`src/hdl/pic_pkg.sv`:
```
// ----------------------------------------------------------------------------
// pic_pkg
// Shared types, register indexes, reset values and saturation helpers for
// the clamped PI regulator.
// ----------------------------------------------------------------------------
package pic_pkg;

  localparam int unsigned DataW = 32;
  localparam int unsigned ProdW = 2 * DataW;
  localparam int unsigned FracW = 16;
  localparam int unsigned CfgAddrW = 2;

  typedef logic signed [DataW-1:0] q16_t;

  // configuration register indexes
  typedef enum logic [CfgAddrW-1:0] {
    REG_P_GAIN  = 2'd0,
    REG_I_GAIN  = 2'd1,
    REG_OUT_MAX = 2'd2,
    REG_OUT_MIN = 2'd3
  } cfg_reg_t;

  localparam q16_t P_GAIN_RST  = 32'sh0000_0000;
  localparam q16_t I_GAIN_RST  = 32'sh0000_0000;
  localparam q16_t OUT_MAX_RST = 32'sh7FFF_FFFF;
  localparam q16_t OUT_MIN_RST = 32'sh8000_0000;
  localparam q16_t Q_MAX       = 32'sh7FFF_FFFF;
  localparam q16_t Q_MIN       = 32'sh8000_0000;

  // integrator control flags carried from input to integrator stage
  typedef struct packed {
    logic i_hold;
    logic i_force;
  } integ_ctl_t;

  // limit flags of one result
  typedef struct packed {
    logic integ_at_min;
    logic integ_at_max;
    logic drive_at_min;
    logic drive_at_max;
  } lim_flags_t;

  // saturate a floored product (48 significant bits) to 32 bits
  function automatic q16_t sat_prod(input logic signed [ProdW-FracW-1:0] v);
    logic upper_same;
    upper_same = (v[ProdW-FracW-1:DataW-1] == {(ProdW-FracW-DataW+1){1'b0}})
              || (v[ProdW-FracW-1:DataW-1] == {(ProdW-FracW-DataW+1){1'b1}});
    if (upper_same) begin
      return v[DataW-1:0];
    end else if (v[ProdW-FracW-1]) begin
      return Q_MIN;
    end else begin
      return Q_MAX;
    end
  endfunction

  // saturate a 33-bit sum to 32 bits
  function automatic q16_t sat_sum(input logic signed [DataW:0] v);
    if (v[DataW] == v[DataW-1]) begin
      return v[DataW-1:0];
    end else if (v[DataW]) begin
      return Q_MIN;
    end else begin
      return Q_MAX;
    end
  endfunction

endpackage

```
`src/hdl/pic_qmul.sv`:
```
// ----------------------------------------------------------------------------
// pic_qmul
// Registered Q16.16 multiplier: floor shift by 16, saturate to 32 bits,
// optional forced zero.
// ----------------------------------------------------------------------------
module pic_qmul (
  input  logic           clk,
  input  logic           en,
  input  pic_pkg::q16_t  a,
  input  pic_pkg::q16_t  b,
  input  logic           zero,
  output pic_pkg::q16_t  q_r
);

  logic signed [pic_pkg::ProdW-1:0] prod;
  pic_pkg::q16_t                    q_nxt;

  // arithmetic select of the upper bits is the floor of prod / 2^16
  assign prod  = a * b;
  assign q_nxt = zero ? '0
               : pic_pkg::sat_prod(prod[pic_pkg::ProdW-1:pic_pkg::FracW]);

  always_ff @(posedge clk) begin
    if (en) begin
      q_r <= q_nxt;
    end
  end

endmodule

```
`config.mk`:
```
export PLATFORM = sky130hd
export DESIGN_NAME = pic_qmul
export DESIGN_NICKNAME = d
export VERILOG_FILES = /design/src/hdl/pic_pkg.sv /design/src/hdl/pic_qmul.sv
export SDC_FILE = /design/constraint.sdc
export NUM_CORES = 2
export LEC_CHECK = 0
export BUFFER_PORTS_ARGS = -buffer_cell sky130_fd_sc_hd__clkbuf_2
export CORE_MARGIN = 10
export CORE_UTILIZATION = 70
export DETAILED_ROUTE_END_ITERATION = 8
export PLACE_DENSITY = 0.88
export SLEW_MARGIN = 20
export SYNTH_ARGS = -nofsm -noshare
export SYNTH_HDL_FRONTEND = slang
export SYNTH_SLANG_ARGS = --single-unit
export TNS_END_PERCENT = 5
```
`constraint.sdc`:
```
create_clock -name clk -period 21.1 [get_ports clk]
set_input_delay 2.11 -clock clk [delete_from_list [all_inputs] [get_ports clk]]
set_output_delay 2.11 -clock clk [all_outputs]
set_load 0.01 [all_outputs]
```
## After elaboration in Yosys (flattened, before gate mapping)

Cells that the tools add are included.

| operators by class | value |
|---|---|
| $mul | 1 |
| equal/unequal tests | 1 |
| multiplexer cells | 2 |
| reductions and logical operators | 2 |

Operators with widths:

| cell | number |
|---|---|
| multiplier 32 x 32 -> 64 bit | 1 |
| 2-to-1 mux 32 bit | 2 |
| == test 17 bit (second input constant) | 1 |
| logical NOT 17 bit | 1 |
| logical OR 1 bit | 1 |

| storage, ports and cells | value |
|---|---|
| flip-flop bits (word level) | 32 |
| bits of input ports | 67 |
| output and inout port bits | 32 |
| logic and storage cells | 7 |

## Depth between registers and ports, before layout

| depth | value |
|---|---|
| depth in word-level cells | 4 |
| depth in mapped cells | 31 |
| mapped depth without buffers | 28 |

## Worst setup path after synthesis

Ideal clock, no wire load.

| path | value |
|---|---|
| path kind | in2reg |
| from | input port b[2] |
| to | register q_r[0], data pin |
| arrival time | 10325 ps |
| slack | 10498 ps |
| cell stages on the path | 27 |
| cell sequence | clkbuf_1 nand2_1 inv_1 fa_1 fa_1 fa_1 inv_1 fa_1 inv_1 fa_1 fa_1 inv_1 fa_1 inv_1 fa_1 ha_1 clkbuf_1 nand4_1 nor3_1 a211oi_1 a21boi_2 o211ai_1 or4_1 nor4_2 nand2b_1 buf_6 o31ai_2 |

| on the way | value |
|---|---|
| longest elaborated chain between the ends | 4 |

Ends and longest elaborated chain:

| item | RTL line | text |
|---|---|---|
| start, declared | pic_qmul.sv:10 | `input pic_pkg::q16_t b,` |
| multiplier 32 x 32 -> 64 bit (*) | pic_qmul.sv:19 | `assign prod = a * b;` |
| == test 17 bit / logical NOT 17 bit (equally long branches) | pic_pkg.sv:48, pic_pkg.sv:47 |  |
| logical OR 1 bit | pic_pkg.sv:48 | `\|\| (v[ProdW-FracW-1:DataW-1] == {(ProdW-FracW-DataW+1){1'b1}});` |
| 2-to-1 mux 32 bit (*) | pic_pkg.sv:49 | `if (upper_same) begin` |
| end signal, assigned | pic_qmul.sv:25 | `q_r <= q_nxt;` |
| end, declared | pic_qmul.sv:12 | `output pic_pkg::q16_t q_r` |

Mark *: on every way between the ends. The rest lies on a longest branch, timed or not.
A chain may end at the register's enable or synchronous reset.

## Worst setup path in the final report

| path | value |
|---|---|
| from | input port a[31] |
| to | register q_r[4], data pin |

| on the way | value |
|---|---|
| longest elaborated chain between the ends | 4 |

Ends and longest elaborated chain:

| item | RTL line | text |
|---|---|---|
| start, declared | pic_qmul.sv:9 | `input pic_pkg::q16_t a,` |
| multiplier 32 x 32 -> 64 bit (*) | pic_qmul.sv:19 |  |
| == test 17 bit / logical NOT 17 bit (equally long branches) | pic_pkg.sv:48, pic_pkg.sv:47 |  |
| logical OR 1 bit | pic_pkg.sv:48 |  |
| 2-to-1 mux 32 bit (*) | pic_pkg.sv:49 |  |

Marked as above.

==> impl_metrics.json <==
{
  "timing.final.max_slew_violations": 0,
  "routedWlPerCell_microns": 20.6,
  "ioPinCount": 99,
  "antenna_found_initial": 4,
  "number_of_enable_type_register_cells_in_the_synthesized_netlist": 32,
  "largest_reg_flops": 32,
  "ys_seq_elements": 32,
  "synthArstFlopShare_pct": 0,
  "dieWidth_microns": 252,
  "cell_family_with_most_cp_delay": "adder cells",
  "drc": 0,
  "top_register": "q_r",
  "maxSlewHeadroom_pct": 29.4,
  "min_path_type": "input port to flip-flop",
  "kind_of_start_point_of_the_critical_path": "input port",
  "rows": 85,
  "syn-instance-count": 4005,
  "timing.final.crit_period_ns": 12.25,
  "ctsLongestPathBuffers": 2,
  "post-cts-setup-buffers": 0,
  "postSynthAreaPerCell_sq_um": 9.43,
  "outcome": "finished, final reports clean",
  "class_of_the_most_critical_setup_path": "input port to flip-flop",
  "biggestRegsByFlops": "q_r x32",
  "number_of_warnings_printed_during_yosys_synthesis": 0,
  "worstHoldStart": "en",
  "core_area_sq_um": 53600,
  "track_usage_pct": 31.6,
  "timing.final.setup_violations": 0,
  "clock_tree.root_cell": "sky130_fd_sc_hd__clkbuf_16",
  "detailed_router_iteration_count_before_antenna_repair": 5,
  "grt_start_max_net_pins": 34,
  "area_delta_synth_final_pct": 1.90,
  "fp.dieH_microns": 252,
  "netlist_top_cells_area": "sky130_fd_sc_hd__fa_1 (57%), sky130_fd_sc_hd__inv_1 (9.2%), sky130_fd_sc_hd__and2_1 (8.4%)",
  "avgViaCountPerCell": 5.92,
  "drive_above_1_share_pct": 4.16,
  "cts_max_level": 2,
  "timing.critical_path.required_ns": 21.09,
  "timing.final.hold_violations": 0,
  "synth.net_count": 5333,
  "commonest_cells_in_the_synthesized_netlist": "sky130_fd_sc_hd__fa_1 (1,081), sky130_fd_sc_hd__inv_1 (924), sky130_fd_sc_hd__nand2_1 (559), sky130_fd_sc_hd__and2_1 (506), sky130_fd_sc_hd__clkbuf_1 (215)",
  "synth_top_area_share_pct": 57.3,
  "wire_length_of_the_first_global_routing_pass_microns": 160000,
  "dp_hpwl_microns": 78700,
  "cp_num_buf_inv": 4,
  "tightestPinTransition_ns": 1.06,
  "gp_routability_congestion": 0.988,
  "via_total_after_detailed_routing": 27200,
  "max_freq_mhz": 81.6,
  "ant_nets": 0,
  "grt_setup_unrepaired": "no",
  "max_cap_viol_count": 0,
  "crit_path_top_delay_cell": "sky130_fd_sc_hd__fa_1",
  "fillerInstances": 3813,
  "synth_flop_cell": "sky130_fd_sc_hd__edfxtp_1",
  "tritoncts": "yes",
  "worst_setup_path_end_kind": "flip-flop",
  "nets": 5225,
  "max_stage_delay_ns": 0.91,
  "unique_masters_post_synth": 68,
  "syn-cell-area_sq_um": 37800,
  "initial_core_util_pct": 70.5,
  "maximum_fanout_encountered_on_the_critical_timing_path": 32,
  "first_iter_violations": 2246,
  "postRouteWirelength_microns": 94900,
  "yosysTopAreaCell": "sky130_fd_sc_hd__fa_1",
  "hold-path-endpoint": "q_r[4]$_SDFFCE_PP0P_",
  "yosys.cell_count.top_type": "sky130_fd_sc_hd__fa_1",
  "fp.dieArea_sq_um": 63700,
  "first_global_vias": 31600,
  "timing.hold.worst_path_depth": 1,
  "numCtsBuffers": 5,
  "cts-resized-gates": 0,
  "totalNegativeSetupSlack_ns": 0,
  "crit_path_frequent_cell": "sky130_fd_sc_hd__fa_1",
  "synth_seq_area_share_pct": 2.54,
  "cts_hold_buf": 0,
  "total_congestion_overflow": 0,
  "cts.sink_count": 32,
  "crit_arrival_ns": 12.24,
  "port_buffers": 98,
  "clk_transition_reported_paths_ns": 0.05,
  "final.period_utilization_pct": 58.1
}
-- cells by family (layout without fill, tap and decap cells) --
logic type                 Yosys count  count (layout)  share of synthesized area [%]
adders and majority gates         1261            1261                           63.2
other                                0               4                              0
muxes                                2               2                         0.0530
buffers and inverters             1151            1043                           11.6
and+or+nand+nor                   1248            1248                           16.5
DFF                                 32              32                           2.54
AOI/OAI and AO/OA                  251             251                           4.65
xor gates and xnor gates            60              60                           1.39
-- cells in the final DEF, fill, tap and decap left out, drive strengths merged, types with 32 or more instances in the layout --
| cell | synthesis | layout |
|---|---|---|
| nor2 | 72 | 72 |
| edfxtp | 32 | 32 |
| xnor2 | 38 | 38 |
| ha | 180 | 180 |
| and2 | 506 | 506 |
| nand2 | 561 | 561 |
| o31ai | 36 | 36 |
| a21oi | 78 | 78 |
| o21ai | 52 | 52 |
| fa | 1081 | 1081 |
| clkbuf | 215 | 103 |
| inv | 924 | 924 |
-- worst max path at each step --
| stage | start | end | slack, ns | depth (start not counted) |
|---|---|---|---|---|
| 2_1_floorplan | b[2] | q_r[0]$_SDFFCE_PP0P_ | 10.50 | 27 |
| 3_3_place_gp | a[31] | q_r[23]$_SDFFCE_PP0P_ | 8.88 | 25 |
| 3_5_place_dp | a[31] | q_r[16]$_SDFFCE_PP0P_ | 8.64 | 25 |
| 4_1_cts | a[31] | q_r[4]$_SDFFCE_PP0P_ | 8.87 | 25 |
| 5_1_grt | a[31] | q_r[4]$_SDFFCE_PP0P_ | 8.27 | 25 |
| 6_report | a[31] | q_r[4]$_SDFFCE_PP0P_ | 8.85 | 25 |
-- layout make-up --
cell class / instances / area [sq um] / share of cell area, %
Tap cell: 696 / 871 / 2.26
Multi-Input combinational cell: 2822 / 32500 / 84.3
Antenna cell: 4 / 10.0 / 0.0260
Timing Repair Buffer: 112 / 596 / 1.55
Clock buffer: 5 / 125 / 0.325
Sequential cell: 32 / 961 / 2.50
Clock inverter: 2 / 7.51 / 0.0195
Inverter: 924 / 3470 / 9.01
-- layer usage --
metal	wire length [microns]	global-route usage, %
met1	33700	38.1
met4	4690	14.2
met3	6900	3.58
met5	20	0
met2	49600	56.4
-- metrics by stage --
stage	cells	setup slack, ns	hold WS [ns]	cell area, sq um	util [%]
after detailed placement	4586	8.64	2.54	38400	71.6
after global routing	4596	8.27	2.66	38500	71.8
after floorplan	4005	10.50	2.22	37800	-
after global placement	4586	8.88	2.53	38400	71.6
final	4597	8.85	2.61	38500	71.8
after CTS	4593	8.87	2.62	38500	71.8
Power is not shown: default switching activity piles up to over one toggle a cycle in this logic, so the estimate is an artifact.
