===== src/hdl/pic_pkg.sv =====
// ----------------------------------------------------------------------------
// pic_pkg
// Shared types, register indexes, reset values and saturation helpers for
// the clamped PI regulator.
// ----------------------------------------------------------------------------
package pic_pkg;

  localparam int unsigned DataW = 32;
  localparam int unsigned ProdW = 2 * DataW;
  localparam int unsigned FracW = 16;
  localparam int unsigned CfgAddrW = 2;

  typedef logic signed [DataW-1:0] q16_t;

  // configuration register indexes
  typedef enum logic [CfgAddrW-1:0] {
    REG_P_GAIN  = 2'd0,
    REG_I_GAIN  = 2'd1,
    REG_OUT_MAX = 2'd2,
    REG_OUT_MIN = 2'd3
  } cfg_reg_t;

  localparam q16_t P_GAIN_RST  = 32'sh0000_0000;
  localparam q16_t I_GAIN_RST  = 32'sh0000_0000;
  localparam q16_t OUT_MAX_RST = 32'sh7FFF_FFFF;
  localparam q16_t OUT_MIN_RST = 32'sh8000_0000;
  localparam q16_t Q_MAX       = 32'sh7FFF_FFFF;
  localparam q16_t Q_MIN       = 32'sh8000_0000;

  // integrator control flags carried from input to integrator stage
  typedef struct packed {
    logic i_hold;
    logic i_force;
  } integ_ctl_t;

  // limit flags of one result
  typedef struct packed {
    logic integ_at_min;
    logic integ_at_max;
    logic drive_at_min;
    logic drive_at_max;
  } lim_flags_t;

  // saturate a floored product (48 significant bits) to 32 bits
  function automatic q16_t sat_prod(input logic signed [ProdW-FracW-1:0] v);
    logic upper_same;
    upper_same = (v[ProdW-FracW-1:DataW-1] == {(ProdW-FracW-DataW+1){1'b0}})
              || (v[ProdW-FracW-1:DataW-1] == {(ProdW-FracW-DataW+1){1'b1}});
    if (upper_same) begin
      return v[DataW-1:0];
    end else if (v[ProdW-FracW-1]) begin
      return Q_MIN;
    end else begin
      return Q_MAX;
    end
  endfunction

  // saturate a 33-bit sum to 32 bits
  function automatic q16_t sat_sum(input logic signed [DataW:0] v);
    if (v[DataW] == v[DataW-1]) begin
      return v[DataW-1:0];
    end else if (v[DataW]) begin
      return Q_MIN;
    end else begin
      return Q_MAX;
    end
  endfunction

endpackage


===== src/hdl/pic_integ.sv =====
// ----------------------------------------------------------------------------
// pic_integ
// Controller state: proportional part and clamped integrator with
// anti-windup (no accumulation outside the limits).
// ----------------------------------------------------------------------------
module pic_integ (
  input  logic                clk,
  input  logic                rst_n,
  input  logic                en,
  input  pic_pkg::q16_t       prop_in,
  input  pic_pkg::q16_t       iprod,
  input  pic_pkg::q16_t       preload,
  input  pic_pkg::integ_ctl_t ctl,
  input  pic_pkg::q16_t       lim_max,
  input  pic_pkg::q16_t       lim_min,
  output pic_pkg::q16_t       prop_state_r,
  output pic_pkg::q16_t       integ_state_r
);

  pic_pkg::q16_t               base;
  pic_pkg::q16_t               acc_val;
  pic_pkg::q16_t               hi_clamped;
  pic_pkg::q16_t               integ_nxt;
  logic                        in_lim;
  logic                        do_acc;
  logic signed [pic_pkg::DataW:0] sum;

  assign base    = ctl.i_force ? preload : integ_state_r;
  assign in_lim  = (base >= lim_min) && (base <= lim_max);
  assign do_acc  = !ctl.i_hold && !ctl.i_force && in_lim;
  assign sum     = {base[pic_pkg::DataW-1], base} + {iprod[pic_pkg::DataW-1], iprod};
  assign acc_val = do_acc ? pic_pkg::sat_sum(sum) : base;
  // upper clamp first, lower clamp last: with inverted limits the minimum wins
  assign hi_clamped = (acc_val > lim_max) ? lim_max : acc_val;
  assign integ_nxt  = (hi_clamped < lim_min) ? lim_min : hi_clamped;

  always_ff @(posedge clk) begin
    if (!rst_n) begin
      prop_state_r  <= '0;
      integ_state_r <= '0;
    end else if (en) begin
      prop_state_r  <= prop_in;
      integ_state_r <= integ_nxt;
    end
  end

endmodule


===== config.mk =====
export PLATFORM = sky130hd
export DESIGN_NAME = pic_integ
export DESIGN_NICKNAME = d
export VERILOG_FILES = /design/src/hdl/pic_pkg.sv /design/src/hdl/pic_integ.sv
export SDC_FILE = /design/constraint.sdc
export NUM_CORES = 1
export LEC_CHECK = 0
export ABC_AREA = 1
export BUFFER_PORTS_ARGS = -buffer_cell sky130_fd_sc_hd__buf_2
export CAP_MARGIN = 20
export CORE_MARGIN = 2
export CORE_UTILIZATION = 40
export DETAILED_ROUTE_END_ITERATION = 8
export PLACE_DENSITY = 0.62
export SLEW_MARGIN = 20
export SYNTH_ARGS = -nofsm -noshare
export SYNTH_HDL_FRONTEND = slang
export SYNTH_SLANG_ARGS = --single-unit

===== constraint.sdc =====
create_clock -name clk -period 10.1 [get_ports clk]
set_clock_uncertainty 0.15 [all_clocks]
set_input_delay 1.01 -clock clk [delete_from_list [all_inputs] [get_ports clk]]
set_output_delay 1.01 -clock clk [all_outputs]
set_load 0.02 [all_outputs]

* After elaboration in Yosys (flattened, before gate mapping)
Cells that the tools add are included.
** Word-level totals
- Register bits :: 64
- Input port bits :: 165
- Output and inout bits :: 64
- Word-level logic and storage cells :: 19
** Operators by class
- Add/subtract/negate cells :: 1
- $lt $le $gt $ge :: 4
- Equality and inequality tests :: 1
- Multiplexer cells :: 6
- Reduce and logical (&&, ||, !) cells :: 5
** Operator list (count)
- 32-bit two-way mux :: 6
- 32-bit by 32-bit adder with 33-bit output :: 1
- 32-bit greater-or-equal comparator :: 1
- 32-bit greater-than comparator :: 1
- 32-bit less-or-equal comparator :: 1
- 32-bit < comparator :: 1
- 1-bit logical AND :: 3
- 1-bit logical NOT :: 2
- 1-bit == test :: 1

* Longest topological paths before layout
Gate-level depths: netlist of run 1.
- Depth after elaboration :: 9
- Gate-level depth with buffers :: 55
- Depth with buffers taken out :: 52

* Worst setup path before layout of run 1
OpenSTA, ideal clock, no wires.
- Path kind :: input-to-reg
- Start :: input port ctl[0] in the netlist's numbering
- End :: register integ_state_r[10]
- Setup time :: 0.132 ns
- Data arrival time :: 7.956 ns
- Required time :: 9.818 ns
- Setup slack :: 1.862 ns
- Cell stages on the path :: 50
- Buffers on the path :: 6
- Cell sequence :: inv_1 -> clkbuf_1 -> or2_2 -> o21ai_0 -> inv_1 -> ha_1 -> a21oi_1 -> inv_1 -> a21oi_1 -> o211ai_1 -> a21oi_1 -> o21bai_1 -> a21oi_1 -> inv_1 -> a21oi_1 -> o21ai_0 -> xor2_1 -> ha_1 -> [... 14 more ...] -> nand3_1 -> clkbuf_1 -> clkbuf_1 -> nand2_1 -> o21ai_0 -> inv_1 -> ha_1 -> a21oi_1 -> nor2_1 -> a211oi_1 -> nor2_1 -> nor3_1 -> nand2_2 -> nand2_2 -> buf_2 -> nand3_1 -> nand3_1 -> a21oi_1
** On the way
- Cells in the longest elaborated chain, start to end :: 9
- Elaborated cells on any way between the ends :: 16
- Classes of those cells :: add/sub: 1; order compare: 4; eq/ne: 1; mux: 6; reduce/logical: 4
** RTL lines
- from (decl) :: line pic_integ.sv:13 : input pic_pkg::integ_ctl_t ctl,
- 32-bit two-way mux :: line pic_integ.sv:28 : assign base = ctl.i_force ? preload : integ_state_r;
- 32-bit by 32-bit adder with 33-bit output (tied with other cells) :: line pic_integ.sv:31 : assign sum = {base[pic_pkg::DataW-1], base} + {iprod[pic_pkg::DataW-1], iprod};
- 32-bit two-way mux (tied with other cells) :: line pic_pkg.sv:62 : end else if (v[DataW]) begin
- 32-bit two-way mux / 1-bit logical AND (equally long branches) :: line pic_pkg.sv:60, pic_integ.sv:30
- 32-bit two-way mux (*) :: line pic_integ.sv:32 : assign acc_val = do_acc ? pic_pkg::sat_sum(sum) : base;
- 32-bit greater-than comparator :: line pic_integ.sv:34 : assign hi_clamped = (acc_val > lim_max) ? lim_max : acc_val;
- 32-bit two-way mux (*) :: line pic_integ.sv:34
- 32-bit < comparator :: line pic_integ.sv:35 : assign integ_nxt = (hi_clamped < lim_min) ? lim_min : hi_clamped;
- 32-bit two-way mux (*) :: line pic_integ.sv:35
- to (signal assigned) :: line pic_integ.sv:43 : integ_state_r <= integ_nxt;
- to (decl) :: line pic_integ.sv:17 : output pic_pkg::q16_t integ_state_r
Every way passes the cells marked *; elsewhere a longest branch is shown, timed or not.
A chain may end at the register's enable or synchronous reset.

* Final worst setup path of run 1
- Start :: input port ctl[0] in the netlist's numbering
- End :: register integ_state_r[9]
The elaborated chain is that of the path after synthesis.

==> results.py, run 1 <==
metrics = {
    "die": {
        "start_util": 0.410,
        "row_count": 54,
        "die_area_sq_um": 23600,
        "core_area_sq_um": 21900,
        "chipWidth_um": 154,
        "io_pins": 229,
        "die_h_um": 154,
    },
    "flow_run": {
        "cap_violations": 0,
    },
    "grt": {
        "antenna_found_initial": 0,
        "track_usage": 0.251,
        "grt_pass1_wl_mm": 48.6,
        "grt-ovfl-total": 0,
        "grt_max_degree": 66,
        "grt_pass1_vias": 9591,
    },
    "route": {
        "drc_errors": 0,
        "ant_nets": 0,
        "first_iter_violations": 894,
        "viasPerCell": 5.22,
        "via_count": 10189,
        "wire_per_inst_um": 15.8,
        "drt-pass1-iter-count": 7,
        "drt-total-wl_mm": 30.8,
    },
    "clock_network": {
        "cts_resized": 0,
        "post_cts_buffers": 0,
        "cts_root_buffer": "clkbuf_16",
        "cts_num_sinks": 64,
        "cts_hold_buf": 0,
        "cts_made_buffers": 9,
        "htreeDepth": 3,
        "insertion_delay_ns": 0.33,
        "cts_tree": "built",
        "cts_buffer_depth": 2,
        "clk_pin_slew_ns": 0.05,
    },
    "worst_setup_path": {
        "arrival_ns": 9.28,
        "crit_path_frequent_cell": "a21oi_1",
        "cp_slowest_stage_delay_ns": 0.38,
        "worst_ep_required_time_ns": 10.11,
        "worst_setup_path_start_kind": "input port",
        "cp-end-kind": "flip-flop",
        "critPathMaxFanout": 37,
        "critPathSlowestCell": "o21ai_0",
        "worstSetupPathType": "in -> reg",
    },
    "sta": {
        "setup_viol": 0,
        "finalCriticalPeriod_ns": 9.27,
        "maxSlewHeadroom": 0.285,
        "fin_tns_setup_ns": 0,
        "maxSlewViolCount": 0,
        "hold_viol": 0,
        "rsz0062_at_grt": "false",
        "hold_ws_ns": 0.331,
        "worstMarginPinSlew_ns": 1.07,
        "fmax_mhz": 108,
        "fin_crit_sh": 0.918,
    },
    "synthesis": {
        "yosysTopAreaCellShare": 0.224,
        "synth_compound_area_frac": 0.197,
        "syn_area_sq_um": 8970,
        "ys_seq_area_frac": 0.143,
        "synthXorXnorAreaFrac": 0.0127,
        "synthSimpleGateAreaFrac": 0.302,
        "ys_top_cells_by_area": "ha_1, dfxtp_1, nand2_1",
        "synth-main-ff-cell": "dfxtp_1",
        "yosysWarnings": 0,
        "synth-edff-count": 0,
        "ys_seq_elements": 64,
        "synth-adder-area-share": 0.227,
        "synth.largest_area_cell": "ha_1",
        "synth_top_family_by_area": "simple AND/OR/NAND/NOR gates",
        "syn-num-nets": 1801,
        "synthMuxAreaShare": 0,
        "synthArstFlopShare": 0,
        "netlist_instances": 1474,
        "avgSynthCellArea_sq_um": 6.09,
        "ys_types": 41,
    },
    "placement": {
        "hpwlAfterDp_mm": 25.5,
        "numPortBuffers": 228,
        "gp_congestion": 0.884,
        "dp.cells": 1937,
        "postPlaceCellArea_sq_um": 10300,
    },
    "finish": {
        "finalInstanceArea_sq_um": 10700,
        "post-route-util": 0.490,
        "final_nets": 1995,
        "final_cell_mix": "nand2_1, buf_2, inv_1",
        "fin_cells": 1953,
        "n_antenna_cell": 0,
        "drive_gt1_frac": 0.189,
        "fill_cells": 2364,
        "area_growth_pct": 19.5,
        "layout_commonest_cell": "nand2_1",
    },
    "pwr": {
        "peakVddDrop_v": 0.000154,
        "power_density_nw_per_um2": 177,
        "power.leakage_uw": 0.00611,
    },
    "outcome": {
        "outcome": "finished, final reports clean",
    },
    "hold_path": {
        "hp-class": "reg -> reg",
    },
}
cell usage after synthesis (3+ instances only):
library cell / number
clkbuf_1: 36
a21o_1: 5
dfxtp_1: 64
o21ai_1: 12
nand3_2: 3
and2_1: 4
o21bai_1: 4
buf_2: 13
nand3_1: 120
nand2_2: 9
a22oi_1: 4
inv_2: 5
a31oi_1: 3
buf_1: 5
nor2_1: 115
nand2_1: 303
o21a_1: 5
xor2_1: 13
ha_1: 161
a21oi_1: 135
or2_2: 34
inv_1: 222
nor3_1: 6
o21ai_0: 162
nand4_1: 9
cells by family after synthesis:
group                      Yosys count
xor gates and xnor gates            13
AOI/OAI and AO/OA                  338
DFF                                 64
and+or+nand+nor                    616
adders and majority gates          162
buffers and inverters              281
flip-flops by register name, indices dropped and copies added, names as in the netlist:
name           count
integ_state_r     32
prop_state_r      32
cell type report:
class	count	area, sq um	share of cell area
Clock buffer	11	253	0.0236
Tap cell	280	350	0.0327
Sequential cell	64	1280	0.119
Multi-Input combinational cell	1129	6660	0.621
Timing Repair Buffer	237	1220	0.114
Inverter	227	853	0.0796
Clock inverter	5	103	0.00957
report_power, final:
| part | leakage, uW | switching, uW | internal (uW) |
|---|---|---|---|
| Clock | 0.000172 | 111 | 254 |
| Combinational | 0.00541 | 788 | 418 |
| Sequential | 0.000530 | 30.7 | 294 |
| Total | 0.00611 | 929 | 966 |
metrics by stage:
stage / total power, uW / setup WS, ns
2_1_floorplan: 1190 / 1.86
3_3_place_gp: 1490 / 0.325
3_5_place_dp: 1500 / 0.245
4_1_cts: 1880 / 0.551
5_1_grt: 2070 / 0.0343
6_report: 1900 / 0.825
worst max-delay path: cells and delay by family:
family / cells / cell delay (ns)
AO/OA/AOI/OAI: 17 / 2.95
XOR/XNOR: 1 / 0.18
adder cells (fa/ha/maj): 4 / 1.37
AND/OR/NAND/NOR: 16 / 2.52
buffers and inverters: 9 / 1.22
final timing paths:
| path | start | end | slack [ns] | depth (start not counted) |
|---|---|---|---|---|
| worst max-delay path | ctl[0] | integ_state_r[9] | 0.83 | 47 |
| worst min-delay path | integ_state_r[3] | integ_state_r[3] | 0.33 | 2 |
| worst max register to register | integ_state_r[10] | integ_state_r[9] | 1.56 | 44 |
| worst min register to register | integ_state_r[3] | integ_state_r[3] | 0.33 | 2 |
routing by layer:
| metal | routed length (um) | part of all wire | vias to the layer above | GRT usage |
|---|---|---|---|---|
| met1 | 14700 | 0.48 | 4514 | 0.352 |
| met2 | 13000 | 0.42 | 389 | 0.397 |
| met3 | 2410 | 0.078 | 40 | 0.0431 |
| li1 | - | - | 5246 | - |
| met5 | 0 | 0 | - | 0 |
| met4 | 709 | 0.023 | 0 | 0.0673 |
(Power assumes the default switching activity.)
==> run 2, diff against run 1 <==
Settings changed: GPL_ROUTABILITY_DRIVEN set to 0.
Clock period 10.1 ns to 10.65 ns, I/O delays scaled along.
==> results.py, run 2 (same netlist as run 1, synthesis figures left out) <==
metrics = {
    "route": {
        "viasPerCell": 5.23,
        "ant_nets": 0,
        "wire_per_inst_um": 16.1,
        "drc_errors": 0,
        "first_iter_violations": 800,
        "drt-pass1-iter-count": 5,
        "drt-total-wl_mm": 31.5,
        "via_count": 10234,
    },
    "clock_network": {
        "cts_made_buffers": 9,
        "cts_buffer_depth": 2,
        "cts_tree": "built",
        "clk_pin_slew_ns": 0.06,
        "htreeDepth": 3,
        "cts_num_sinks": 64,
        "insertion_delay_ns": 0.33,
        "cts_root_buffer": "clkbuf_16",
    },
    "finish": {
        "multiInputGateArea_sq_um": 6650,
        "fill_cells": 2382,
        "final_nets": 1997,
        "register_area_sq_um": 1280,
        "drive_gt1_frac": 0.189,
        "fin_cells": 1955,
        "finalInstanceArea_sq_um": 10700,
        "top_regs": "integ_state_r (32), prop_state_r (32)",
        "layout_commonest_cell": "nand2_1",
        "area_growth_pct": 19.0,
        "n_antenna_cell": 0,
        "final_cell_mix": "nand2_1, buf_2, inv_1",
    },
    "hold_path": {
        "holdPathStages": 2,
        "hp-class": "reg -> reg",
    },
    "worst_setup_path": {
        "arrival_ns": 9.80,
        "cp-end-kind": "flip-flop",
        "cp_slowest_stage_delay_ns": 0.62,
        "cpLargestDelayFamily": "simple AND/OR/NAND/NOR gates",
        "critPathBufInv": 11,
        "worstSetupPathType": "in -> reg",
        "crit_cells": 49,
        "worst_ep_required_time_ns": 10.75,
        "reg2regPathDepth": 45,
        "worst_setup_path_start_kind": "input port",
        "critPathSlowestCell": "nor3_1",
        "critPathMaxFanout": 32,
    },
    "die": {
        "die_area_sq_um": 23600,
        "chipWidth_um": 154,
        "die_h_um": 154,
        "core_area_sq_um": 21900,
        "io_pins": 229,
        "start_util": 0.410,
        "row_count": 54,
    },
    "sta": {
        "worstMarginPinSlew_ns": 0.927,
        "fin_crit_sh": 0.911,
        "hold_viol": 0,
        "fin_tns_setup_ns": 0,
        "maxSlewHeadroom": 0.381,
        "setup_slack_ns": 0.953,
        "maxSlewViolCount": 0,
        "rsz0062_at_grt": "false",
        "finalCriticalPeriod_ns": 9.70,
        "fmax_mhz": 103,
        "setup_viol": 0,
    },
    "grt": {
        "track_usage": 0.259,
        "grt_max_degree": 66,
        "grt_pass1_vias": 9658,
        "grt-ovfl-total": 0,
        "antenna_found_initial": 0,
        "grt_pass1_wl_mm": 49.8,
    },
    "pwr": {
        "peakVddDrop_v": 0.000115,
        "power.leakage_uw": 0.00610,
        "power_uw": 1780,
        "power_density_nw_per_um2": 166,
    },
    "placement": {
        "hpwlAfterDp_mm": 25.8,
        "postPlaceCellArea_sq_um": 10300,
        "dp.cells": 1938,
        "numPortBuffers": 228,
        "pre_cts_ws_ns": 0.624,
    },
    "flow_run": {
        "cap_violations": 0,
    },
    "outcome": {
        "outcome": "finished, final reports clean",
    },
}
==> run 2: cell count changes in the layout (fill, tap and decap cells not counted), sizes merged <==
| cell | before | now |
|---|---|---|
| clkinv | 2 | 5 |
| buf | 237 | 239 |
| bufinv | 3 | 2 |
| clkinvlp | 1 | 0 |
| clkbuf | 11 | 10 |
==> run 2: power breakdown <==
part           internal [uW]  switching (uW)
Sequential               278            31.7
Combinational            395             757
Clock                    204             109
Total                    878             898
==> run 2: area by class of cell <==
| type | instances | area share |
|---|---|---|
| multi-input combinational | 1129 | 0.623 |
| clock inverter | 6 | 0.00785 |
| tap | 280 | 0.0328 |
| clock buffer | 10 | 0.0214 |
| timing repair buffer | 239 | 0.115 |
| sequential | 64 | 0.120 |
| inverter | 227 | 0.0799 |
==> run 2: path summary, 6_finish.rpt <==
check	startpoint	to	slack [ns]
worst min register to register	integ_state_r[29]	integ_state_r[29]	0.33
worst max register to register	integ_state_r[10]	integ_state_r[1]	1.73
worst min-delay path	integ_state_r[29]	integ_state_r[29]	0.33
worst max-delay path	ctl[0]	integ_state_r[1]	0.95
==> run 2: worst min-delay path: cells and delay by family, from the launching register on <==
family,cells,cell delay (ns)
AOI/OAI and AO/OA,1,0.05
DFF,1,0.32
and+or+nand+nor,1,0.07
==> run 2: timing repair <==
item                                    in CTS  in global routing
gates resized for setup                      0                  4
setup buffers                                0                  0
hold buffers                                 0                  0
endpoints found under the setup margin       0                 32
==> run 2: per-layer routing <==
metal,part of all wire,vias to the layer above,GRT usage
met1,0.47,4607,0.367
met3,0.075,26,0.0440
met2,0.44,364,0.410
met4,0.015,0,0.0607
met5,0,-,0
li1,-,5237,-
==> run 2: per-stage QoR <==
stage          utilization  hold slack (ns)
3_5_place_dp         0.472            0.324
4_1_cts              0.486            0.337
6_report             0.488            0.333
3_3_place_gp         0.472            0.320
5_1_grt              0.488            0.360
2_1_floorplan            -            0.402
==> run 3, diff against run 2 <==
Settings changed: CORE_MARGIN 2 to 8, SLEW_MARGIN 20 to 40.
==> results.py, run 3 (same netlist as run 1, synthesis figures left out) <==
metrics = {
    "worst_setup_path": {
        "worst_setup_path_start_kind": "input port",
        "cp_slowest_stage_delay_ns": 0.37,
        "critPathSlowestCell": "ha_1",
        "worst_ep_required_time_ns": 10.75,
        "cpLargestDelayFamily": "simple AND/OR/NAND/NOR gates",
        "cp-end-kind": "flip-flop",
        "ff2ff_setup_slack_ns": 1.78,
        "worstSetupPathType": "in -> reg",
        "arrival_ns": 10.03,
        "crit_path_frequent_cell": "inv_1",
        "critPathBufInv": 12,
        "critPathMaxFanout": 32,
    },
    "finish": {
        "final_nets": 1995,
        "top_regs": "integ_state_r (32), prop_state_r (32)",
        "drive_gt1_frac": 0.187,
        "multiInputGateArea_sq_um": 6660,
        "final_cell_mix": "nand2_1, buf_2, inv_1",
        "area_growth_pct": 18.2,
        "n_antenna_cell": 0,
        "fill_cells": 2375,
        "register_area_sq_um": 1280,
        "layout_commonest_cell": "nand2_1",
    },
    "die": {
        "core_area_sq_um": 22400,
        "die_h_um": 166,
        "start_util": 0.401,
        "io_pins": 229,
        "die_area_sq_um": 27500,
        "chipWidth_um": 166,
        "row_count": 55,
    },
    "pwr": {
        "peakVddDrop_v": 0.000104,
        "power.leakage_uw": 0.00604,
        "power_density_nw_per_um2": 161,
    },
    "clock_network": {
        "post_cts_buffers": 0,
        "cts_num_sinks": 64,
        "cts_hold_buf": 0,
        "cts_resized": 0,
        "cts_tree": "built",
        "cts_made_buffers": 9,
        "htreeDepth": 3,
        "insertion_delay_ns": 0.33,
        "cts_buffer_depth": 2,
        "cts_root_buffer": "clkbuf_16",
        "clk_pin_slew_ns": 0.05,
    },
    "route": {
        "ant_nets": 0,
        "drc_errors": 0,
        "wl_met2_mm": 13.9,
        "drt-total-wl_mm": 31.8,
        "dr_wl_met3_mm": 2.23,
        "drt-pass1-iter-count": 8,
        "wl_met1_mm": 15.1,
        "first_iter_violations": 698,
        "viasPerCell": 5.18,
        "wire_per_inst_um": 16.3,
        "via_count": 10141,
        "highest_layer": "met5",
    },
    "outcome": {
        "outcome": "finished, final reports clean",
    },
    "flow_run": {
        "cap_violations": 0,
    },
    "grt": {
        "track_usage": 0.224,
        "grt_pass1_vias": 9851,
        "grt-ovfl-total": 0,
        "grt_max_degree": 66,
        "grt_pass1_wl_mm": 50.8,
        "antenna_found_initial": 1,
    },
    "sta": {
        "fmax_mhz": 101,
        "hold_ws_ns": 0.336,
        "hold_viol": 0,
        "fin_crit_sh": 0.933,
        "rsz0062_at_grt": "false",
        "finalCriticalPeriod_ns": 9.93,
        "maxSlewHeadroom": 0.498,
        "maxSlewViolCount": 0,
        "fin_tns_setup_ns": 0,
        "setup_viol": 0,
        "worstMarginPinSlew_ns": 0.745,
    },
    "placement": {
        "hpwlAfterDp_mm": 26.4,
        "numPortBuffers": 228,
    },
    "hold_path": {
        "hp-class": "reg -> reg",
    },
}
[run 3: cell types whose count changed in the layout (fill, tap and decap cells not counted), moves of 2 or more]
cell	before	now
clkinv_2	4	1
inv_1	222	220
buf_4	10	8
bufinv_16	2	0
clkbuf_1	1	5
[run 3: layout make-up]
cell class,count,share of cell area
multi-input combinational,1129,0.628
sequential,64,0.121
timing repair buffer,236,0.113
inverter,227,0.0809
tap,285,0.0336
clock buffer,14,0.0230
clock inverter,1,0.000472
timing repair inverter,1,0.000472
[run 3: final timing paths]
path / end / startpoint / depth (start not counted)
setup / recovery: integ_state_r[3] / ctl[0] / 50
hold / removal: integ_state_r[26] / integ_state_r[26] / 2
setup reg to reg: integ_state_r[3] / integ_state_r[10] / 47
hold reg to reg: integ_state_r[26] / integ_state_r[26] / 2
[run 3: power by group]
part	total [uW]	internal (uW)	switching [uW]
sequential	310	279	31.3
clock	256	156	99.7
combinational	1140	393	747
total	1710	827	878
[run 3: worst min-delay path, cell delays in order, from the launching register on]
cell,delay [ns]
dfxtp_1,0.32
nand2_1,0.06
a21oi_1,0.05
[run 3: routing by layer]
layer	up-vias	track usage
met5	-	0
met2	360	0.361
li1	5247	-
met4	2	0.0534
met1	4500	0.297
met3	32	0.0487
[run 3: stage by stage]
stage          cells  utilization  cell area (sq um)  worst slack (ns)  power, uW
6_report        1957        0.474              10600             0.719       1710
2_1_floorplan   1474            -               8970              2.36       1130
5_1_grt         1957        0.474              10600            0.0164       1880
3_3_place_gp    1941        0.461              10300             0.362       1420
3_5_place_dp    1941        0.461              10300             0.295       1430
4_1_cts         1956        0.473              10600             0.595       1690
